===== config.mk =====
export PLATFORM = sky130hd
export DESIGN_NAME = midi_tempo_flash_light_controller_core
export DESIGN_NICKNAME = d
export VERILOG_FILES = /design/src/hw/rtl/mtf_pkg.sv /design/src/hw/rtl/midi_tempo_flash_light_controller_core.sv /design/src/hw/rtl/mtf_div.sv
export SDC_FILE = /design/constraint.sdc
export NUM_CORES = 1
export LEC_CHECK = 0
export ABC_AREA = 1
export BUFFER_PORTS_ARGS = -buffer_cell sky130_fd_sc_hd__buf_2
export CELL_PAD_IN_SITES_DETAIL_PLACEMENT = 1
export CELL_PAD_IN_SITES_GLOBAL_PLACEMENT = 2
export CORE_MARGIN = 3
export CORE_UTILIZATION = 35
export CTS_CLUSTER_DIAMETER = 150
export DETAILED_ROUTE_END_ITERATION = 8
export PLACE_DENSITY_LB_ADDON = 0.1
export SLEW_MARGIN = 20
export SYNTH_ARGS = -nofsm -noshare
export SYNTH_HDL_FRONTEND = slang
export SYNTH_SLANG_ARGS = --single-unit

===== constraint.sdc =====
create_clock -name clk_i -period 6.7 [get_ports clk_i]
set_input_delay 0.67 -clock clk_i [delete_from_list [all_inputs] [get_ports clk_i]]
set_output_delay 0.67 -clock clk_i [all_outputs]
set_load 0.1 [all_outputs]

===== src/hw/rtl/mtf_pkg.sv =====
// Shared types and constants for the MIDI tempo and flash light controller.
// Used by mtf_div and midi_tempo_flash_light_controller_core; no dependencies.
`default_nettype none
package mtf_pkg;

  // Request type codes
  localparam logic [2:0] REQ_CLOCK    = 3'd0;
  localparam logic [2:0] REQ_START    = 3'd1;
  localparam logic [2:0] REQ_CTRL     = 3'd2;
  localparam logic [2:0] REQ_NOTE_ON  = 3'd3;
  localparam logic [2:0] REQ_NOTE_OFF = 3'd4;
  localparam logic [2:0] REQ_FRAME    = 3'd5;

  localparam logic [4:0] LAST_CLOCK   = 5'd23;
  localparam logic [6:0] FLASH_NOTE   = 7'd126;
  localparam logic [6:0] CC_RED       = 7'd20;
  localparam logic [6:0] CC_GREEN     = 7'd21;
  localparam logic [6:0] CC_BLUE      = 7'd22;

  localparam int unsigned FT_W   = 18;          // (16b period * 4b speed) >> 2
  localparam int unsigned QUOT_W = 8;
  localparam int unsigned DVD_W  = FT_W + QUOT_W; // colour * (ft - e)
  localparam int unsigned ELAP_W = 20;

  typedef enum logic [2:0] {
    ST_IDLE,
    ST_SCALE,
    ST_SEL,
    ST_MUL,
    ST_DSTART,
    ST_DWAIT,
    ST_EMIT
  } state_e;

endpackage
`default_nettype wire


===== src/hw/rtl/midi_tempo_flash_light_controller_core.sv =====
// MIDI tempo and flash light controller, top level.
// Depends on mtf_pkg and mtf_div.
//
// Every request except a frame tick is taken while idle and gives no result.
// A frame tick gives one result. With the flash off it goes straight to the
// output; with the flash running it first takes one multiply for the fade
// length and a compare, and if elapsed time is still below the fade length it
// then runs per colour one multiply and a division in the shared bit-serial
// divider. The input stalls while a frame tick is in progress; a finished result
// sits in the output register so the next request can be taken while it waits.
`default_nettype none
module midi_tempo_flash_light_controller_core (
  input  wire logic        clk_i,
  input  wire logic        rst_ni,
  input  wire logic        cfg_we_i,
  input  wire logic [4:0]  cfg_wdata_i,
  input  wire logic        in_valid_i,
  output logic             in_stall_o,
  input  wire logic [2:0]  req_type_i,
  input  wire logic [4:0]  channel_i,
  input  wire logic [6:0]  number_i,
  input  wire logic [6:0]  value_i,
  input  wire logic [31:0] now_ms_i,
  input  wire logic [15:0] frame_ms_i,
  output logic             out_valid_o,
  input  wire logic        out_stall_i,
  output logic [7:0]       red_o,
  output logic [7:0]       green_o,
  output logic [7:0]       blue_o,
  output logic             indicator_o,
  output logic [15:0]      beat_period_o
);
  import mtf_pkg::*;

  state_e state_q, state_d;

  logic [4:0]        listen_q;
  logic [4:0]        clk_cnt_q;
  logic [31:0]       clk_start_q;
  logic [15:0]       period_q;
  logic [15:0]       last_frame_q;
  logic [15:0]       frame_q;
  logic [7:0]        col_r_q, col_g_q, col_b_q;
  logic              running_q;
  logic [3:0]        speed_q;
  logic [ELAP_W-1:0] elapsed_q;
  logic              lamp_q;

  logic [FT_W-1:0]   ft_q;
  logic [DVD_W-1:0]  prod_q;
  logic [1:0]        idx_q;
  logic [7:0]        res_q [3];

  logic              out_valid_q;
  logic [7:0]        out_r_q, out_g_q, out_b_q;
  logic              out_ind_q;
  logic [15:0]       out_period_q;

  logic              in_acc;
  logic              mine;
  logic              fading;
  logic              div_start;
  logic              div_done;
  logic [QUOT_W-1:0] div_quot;
  logic              emit;
  logic [7:0]        col_sel;
  logic [FT_W-1:0]   ft_diff;
  logic [19:0]       ft_full;
  logic [31:0]       start_eff;
  logic [31:0]       span;
  logic [32:0]       psum;
  logic [15:0]       period_new;
  logic [7:0]        speed_sum;
  logic [3:0]        speed_new;
  logic [ELAP_W:0]   elap_sum;

  assign in_acc = in_valid_i && !in_stall_o;
  assign mine   = (channel_i == listen_q);
  assign fading = (elapsed_q < {2'b00, ft_q});

  // Next state
  always_comb begin
    state_d = state_q;
    unique case (state_q)
      ST_IDLE: begin
        if (in_acc && req_type_i == REQ_FRAME) begin
          state_d = running_q ? ST_SCALE : ST_EMIT;
        end
      end
      ST_SCALE:  state_d = ST_SEL;
      ST_SEL:    state_d = fading ? ST_MUL : ST_EMIT;
      ST_MUL:    state_d = ST_DSTART;
      ST_DSTART: state_d = ST_DWAIT;
      ST_DWAIT: begin
        if (div_done) begin
          state_d = (idx_q == 2'd2) ? ST_EMIT : ST_MUL;
        end
      end
      ST_EMIT: begin
        if (!out_valid_q || !out_stall_i) begin
          state_d = ST_IDLE;
        end
      end
      default: state_d = ST_IDLE;
    endcase
  end

  // Control outputs
  always_comb begin
    in_stall_o = 1'b1;
    div_start  = 1'b0;
    emit       = 1'b0;
    unique case (state_q)
      ST_IDLE:   in_stall_o = 1'b0;
      ST_DSTART: div_start  = 1'b1;
      ST_EMIT:   emit       = !out_valid_q || !out_stall_i;
      default: ;
    endcase
  end

  // Datapath helpers
  always_comb begin
    case (idx_q)
      2'd0:    col_sel = col_r_q;
      2'd1:    col_sel = col_g_q;
      default: col_sel = col_b_q;
    endcase
    ft_diff    = ft_q - elapsed_q[FT_W-1:0];
    ft_full    = period_q * speed_q;
    start_eff  = (clk_cnt_q == 5'd0) ? now_ms_i : clk_start_q;
    span       = now_ms_i - start_eff;
    psum       = {1'b0, span} + {17'd0, last_frame_q};
    period_new = (psum > 33'h0FFFF) ? 16'hFFFF : psum[15:0];
    speed_sum  = {1'b0, value_i} + 8'd15;
    speed_new  = (value_i == 7'd0) ? 4'd1 : speed_sum[7:4];
    elap_sum   = {1'b0, elapsed_q} + {5'd0, last_frame_q};
  end

  mtf_div u_div (
    .clk_i      (clk_i),
    .rst_ni     (rst_ni),
    .start_i    (div_start),
    .dividend_i (prod_q),
    .divisor_i  (ft_q),
    .done_o     (div_done),
    .quot_o     (div_quot)
  );

  always_ff @(posedge clk_i or negedge rst_ni) begin
    if (!rst_ni) begin
      state_q      <= ST_IDLE;
      listen_q     <= 5'd1;
      clk_cnt_q    <= '0;
      clk_start_q  <= '0;
      period_q     <= 16'd1;
      last_frame_q <= '0;
      col_r_q      <= '0;
      col_g_q      <= '0;
      col_b_q      <= '0;
      running_q    <= 1'b0;
      speed_q      <= 4'd1;
      elapsed_q    <= '0;
      lamp_q       <= 1'b0;
      out_valid_q  <= 1'b0;
    end else begin
      state_q <= state_d;
      if (cfg_we_i) begin
        listen_q <= cfg_wdata_i;
      end
      if (in_acc) begin
        unique case (req_type_i)
          REQ_CLOCK: begin
            clk_start_q <= start_eff;
            if (clk_cnt_q == LAST_CLOCK) begin
              clk_cnt_q <= '0;
              period_q  <= period_new;
            end else begin
              clk_cnt_q <= clk_cnt_q + 5'd1;
            end
          end
          REQ_START: clk_cnt_q <= '0;
          REQ_CTRL: begin
            if (mine) begin
              if (number_i == CC_RED)   col_r_q <= {value_i, 1'b0};
              if (number_i == CC_GREEN) col_g_q <= {value_i, 1'b0};
              if (number_i == CC_BLUE)  col_b_q <= {value_i, 1'b0};
            end
          end
          REQ_NOTE_ON: begin
            if (mine) begin
              lamp_q <= 1'b1;
              if (number_i == FLASH_NOTE) begin
                running_q <= 1'b1;
                speed_q   <= speed_new;
              end
            end
          end
          REQ_NOTE_OFF: begin
            if (mine) begin
              lamp_q <= 1'b0;
              if (number_i == FLASH_NOTE) begin
                running_q <= 1'b0;
                elapsed_q <= '0;
              end
            end
          end
          default: ;
        endcase
      end
      // Advance flash time and take the new frame length once the result is out
      if (emit) begin
        if (running_q) begin
          elapsed_q <= elap_sum[ELAP_W] ? {ELAP_W{1'b1}} : elap_sum[ELAP_W-1:0];
        end
        last_frame_q <= frame_q;
        out_valid_q  <= 1'b1;
      end else if (!out_stall_i) begin
        out_valid_q <= 1'b0;
      end
    end
  end

  always_ff @(posedge clk_i) begin
    if (in_acc && req_type_i == REQ_FRAME) begin
      frame_q  <= frame_ms_i;
      res_q[0] <= '0;
      res_q[1] <= '0;
      res_q[2] <= '0;
    end
    if (state_q == ST_SCALE) begin
      ft_q <= ft_full[19:2];
    end
    if (state_q == ST_SEL) begin
      idx_q <= '0;
      // Zero fade length with no elapsed time shows the full colour
      if (!fading && elapsed_q == '0) begin
        res_q[0] <= col_r_q;
        res_q[1] <= col_g_q;
        res_q[2] <= col_b_q;
      end
    end
    if (state_q == ST_MUL) begin
      prod_q <= col_sel * ft_diff;
    end
    if (state_q == ST_DWAIT && div_done) begin
      res_q[idx_q] <= div_quot;
      idx_q        <= idx_q + 2'd1;
    end
    if (emit) begin
      out_r_q      <= res_q[0];
      out_g_q      <= res_q[1];
      out_b_q      <= res_q[2];
      out_ind_q    <= lamp_q;
      out_period_q <= period_q;
    end
  end

  assign out_valid_o   = out_valid_q;
  assign red_o         = out_r_q;
  assign green_o       = out_g_q;
  assign blue_o        = out_b_q;
  assign indicator_o   = out_ind_q;
  assign beat_period_o = out_period_q;

endmodule
`default_nettype wire


===== src/hw/rtl/mtf_div.sv =====
// Restoring divider, one quotient bit per cycle, for quotients known to fit QUOT_W bits.
// Depends on mtf_pkg for the operand widths.
`default_nettype none
module mtf_div (
  input  wire logic                       clk_i,
  input  wire logic                       rst_ni,
  input  wire logic                       start_i,
  input  wire logic [mtf_pkg::DVD_W-1:0]  dividend_i,
  input  wire logic [mtf_pkg::FT_W-1:0]   divisor_i,
  output logic                            done_o,
  output logic [mtf_pkg::QUOT_W-1:0]      quot_o
);
  import mtf_pkg::*;

  logic [FT_W-1:0]    rem_q, rem_d;
  logic [FT_W-1:0]    div_q;
  logic [QUOT_W-1:0]  lo_q, lo_d;
  logic [2:0]         cnt_q;
  logic               busy_q;
  logic               done_q;
  logic [FT_W:0]      trial;
  logic [FT_W:0]      diff;
  logic               ge;

  // Dividend < 2^QUOT_W * divisor, so the top part starts below the divisor
  always_comb begin
    trial = {rem_q, lo_q[QUOT_W-1]};
    ge    = (trial >= {1'b0, div_q});
    diff  = trial - {1'b0, div_q};
    rem_d = ge ? diff[FT_W-1:0] : trial[FT_W-1:0];
    lo_d  = {lo_q[QUOT_W-2:0], ge};
  end

  always_ff @(posedge clk_i or negedge rst_ni) begin
    if (!rst_ni) begin
      busy_q <= 1'b0;
      done_q <= 1'b0;
      cnt_q  <= '0;
    end else begin
      done_q <= 1'b0;
      if (start_i) begin
        busy_q <= 1'b1;
        cnt_q  <= '0;
      end else if (busy_q) begin
        cnt_q <= cnt_q + 3'd1;
        if (cnt_q == 3'(QUOT_W - 1)) begin
          busy_q <= 1'b0;
          done_q <= 1'b1;
        end
      end
    end
  end

  always_ff @(posedge clk_i) begin
    if (start_i) begin
      rem_q <= dividend_i[DVD_W-1:QUOT_W];
      lo_q  <= dividend_i[QUOT_W-1:0];
      div_q <= divisor_i;
    end else if (busy_q) begin
      rem_q <= rem_d;
      lo_q  <= lo_d;
    end
  end

  assign done_o = done_q;
  assign quot_o = lo_q;

endmodule
`default_nettype wire

==> results.toml <==
[detailed_routing]
wl_met2_um = 33820
drt-initial-drc-count = 696
finalWirelength_um = 70070
antenna_left = 0
wl_per_cell_um = 18.31
top_layer_used = "met5"
wl_met1_um = 32630
drt-vias-per-instance = 4.946
route.met3.wl_um = 2083
first_pass_iters = 5
drc = 0
routed-via-count = 18920

[floorplanning]
ioPinCount = 123
start_util_pct = 35.75
die_y_um = 263.8
die_width_um = 263.8
core_um2 = 65050
die_area_um2 = 69570
rows = 93

[critical_path]
arrival_ns = 6.80
r2r_start = "ft_q[2]"
cpMostUsedCell = "nand2_2"
cp-startpoint = "ft_q[2]"
cp-start-kind = "flip-flop"
slowest_delay_ns = 0.53
crit_path_top_delay_cell = "fa_1"
critPathKind = "reg2reg"
cp_max_fo = 4
cp.required_ns = 7.02
endpoint_kind = "flip-flop"

[timing]
setup_violations = 0
maxSlewViolCount = 0
min_period_over_period_pct = 96.80
setup_ws_ns = 0.2141
hold_viol = 0
max_freq_mhz = 154.2
finalClockSkew_ns = 0.02707
slew_headroom_pct = 34.64
layout_min_cycle_time_ns = 6.486
worst_pin_slew_ns = 0.9776
rsz0062_at_grt = "yes"

[yosys]
synthCells = 2748
async_flop_share_pct = 43.33
syn_avg_cell_area_um2 = 8.463
ys.warnings.count = 0
synth.largest_area_cell = "edfxtp_1"
ys_types = 55
yosys-top-cells-area = "edfxtp_1 22%, dfrtp_1 14%, ha_1 11%"
synth_area_um2 = 23260
ys_seq_elements = 300
yosysTopAreaCellShare_pct = 21.95
netlist_top_cells_count = "600 x nand2_1, 443 x inv_1, 222 x nor2_1"
synth.most_common_cell = "nand2_1"
synthFlopType = "edfxtp_1"
syn_nets = 3140
ys_seq_area_share_pct = 35.96
synth_edf_count = 170

[clock_tree]
htreeDepth = 2
clockBufferDepth = 3
clock_latency_ns = 0.58
cts_tree = "yes"
cts_buffers = 39
hold_buffers = 0
clk_pin_slew_ns = 0.06
cts_sinks = 300
root_buffer = "clkbuf_16"

[global_routing]
grt_pass1_wl_um = 113300
first_global_vias = 20600
grt_max_degree = 71
globalRoute.totalOverflow = 0
antenna_found_initial = 3
grt_usage_pct = 20.25

[cells_and_area]
drive_gt1_share_pct = 13.67
final_net_count = 3331
n_fill_cell = 7710
final_core_util_pct = 41.49
syn_to_final_growth_pct = 16.04

[hold_path]
min_path_type = "in2async"

[run]
drv_cap = 0

[placement]
dpl.hpwl_um = 57220
port_buffers = 122
dp_slack_ns = -0.2041
place_congestion = 0.8349

[run_status]
outcome = "complete, no violations"

[power_and_ir_drop]
max-vdd-ir-drop_uv = 194.3
p_leak_nw = 13.51
cellPowerDensity_nw_per_um2 = 167.1
==> layout make-up <==
type                            instances  area [um^2]  area share (%)
Antenna cell                            1        2.502        0.009273
Clock buffer                           49         1033           3.830
Clock inverter                         23        365.4           1.354
Inverter                              449         1685           6.245
Multi-Input combinational cell       1950        13270           49.18
Sequential cell                       300         8362           30.99
Tap cell                              855         1070           3.964
Timing Repair Buffer                  199         1195           4.428
==> power breakdown <==
part | switching, mW | internal [mW] | total, mW | leakage [nW]
registers | 0.00240 | 1.94 | 1.95 | 3.20
logic | 0.195 | 0.0927 | 0.287 | 9.65
clock network | 0.894 | 1.38 | 2.28 | 0.661
==> critical path, delay by kind of cell (launching register included) <==
family                     cells  cell delay [ns]
buffers and inverters          5             0.23
and+or+nand+nor               13             0.97
DFF                            1             0.43
AOI/OAI and AO/OA             12             1.62
adders and majority gates      6             2.56
xor gates and xnor gates       2             0.41
==> sequential cells by signal (all words and copies together), names as in the netlist, 16 cells and up <==
name,flops
clk_start_q,32
beat_period_o,16
ft_q,18
u_div.rem_q,18
res_q,24
elapsed_q,20
u_div.div_q,18
period_q,16
frame_q,16
last_frame_q,16
prod_q,25
==> final timing paths <==
path / slack, ns / to / cells after the start
max reg2reg: 0.21 / prod_q[25] / 38
min: 0.1 / listen_q[2] / 1
min reg2reg: 0.42 / blue_o[1] / 0
max: 0.21 / prod_q[25] / 38
min in group clk_i: 0.27 / frame_q[10] / 1
max in group asynchronous: 5.20 / last_frame_q[14] / 2
==> stage by stage <==
step,std cells,total power [mW],hold slack [ns],setup TNS (ns),cell area (um^2)
final,3826,4.510,0.09662,0,26990
after global routing,3825,4.696,0.1425,-0.2755,26980
after CTS,3820,4.591,0.1200,0,26730
after detailed placement,3747,2.271,0.4072,-0.3948,25290
after global placement,3747,2.266,0.4071,-0.06506,25290
after floorplan,2748,2.151,0.3744,0,23260
==> repair_timing <==
action | in CTS | in global routing
cloned | 0 | 0
pin swaps | 0 | 37
resized for setup | 9 | 61
buffers inserted | 1 | 5
endpoints found under the setup margin | 3 | 10
==> cell usage in the layout, fill, tap and decap left out, drive strengths merged, types with 24 or more instances in the layout <==
master,netlist,layout
xor2,75,75
edfxtp,170,170
buf,2,199
o22ai,28,28
inv,446,447
nand3,96,96
mux2i,24,24
nor2,235,235
nor3,25,25
xnor2,40,40
nand2,624,624
a21oi,205,205
dfrtp,127,127
fa,113,113
ha,199,199
clkbuf,47,49
o21ai,167,167
==> logic make-up after synthesis <==
family | share of synthesized area [%]
fa+ha+maj | 20.43
flops | 35.96
compound gates | 11.05
buf+inv | 8.140
simple gates | 18.76
xor+xnor | 4.396
mux | 1.275
==> per-layer routing <==
layer	up-vias	GRT usage [%]
li1	9332	-
met4	2	4.831
met5	-	0
met1	9277	26.93
met2	231	35.25
met3	82	2.384
Power figures use the tool's default switching activity.
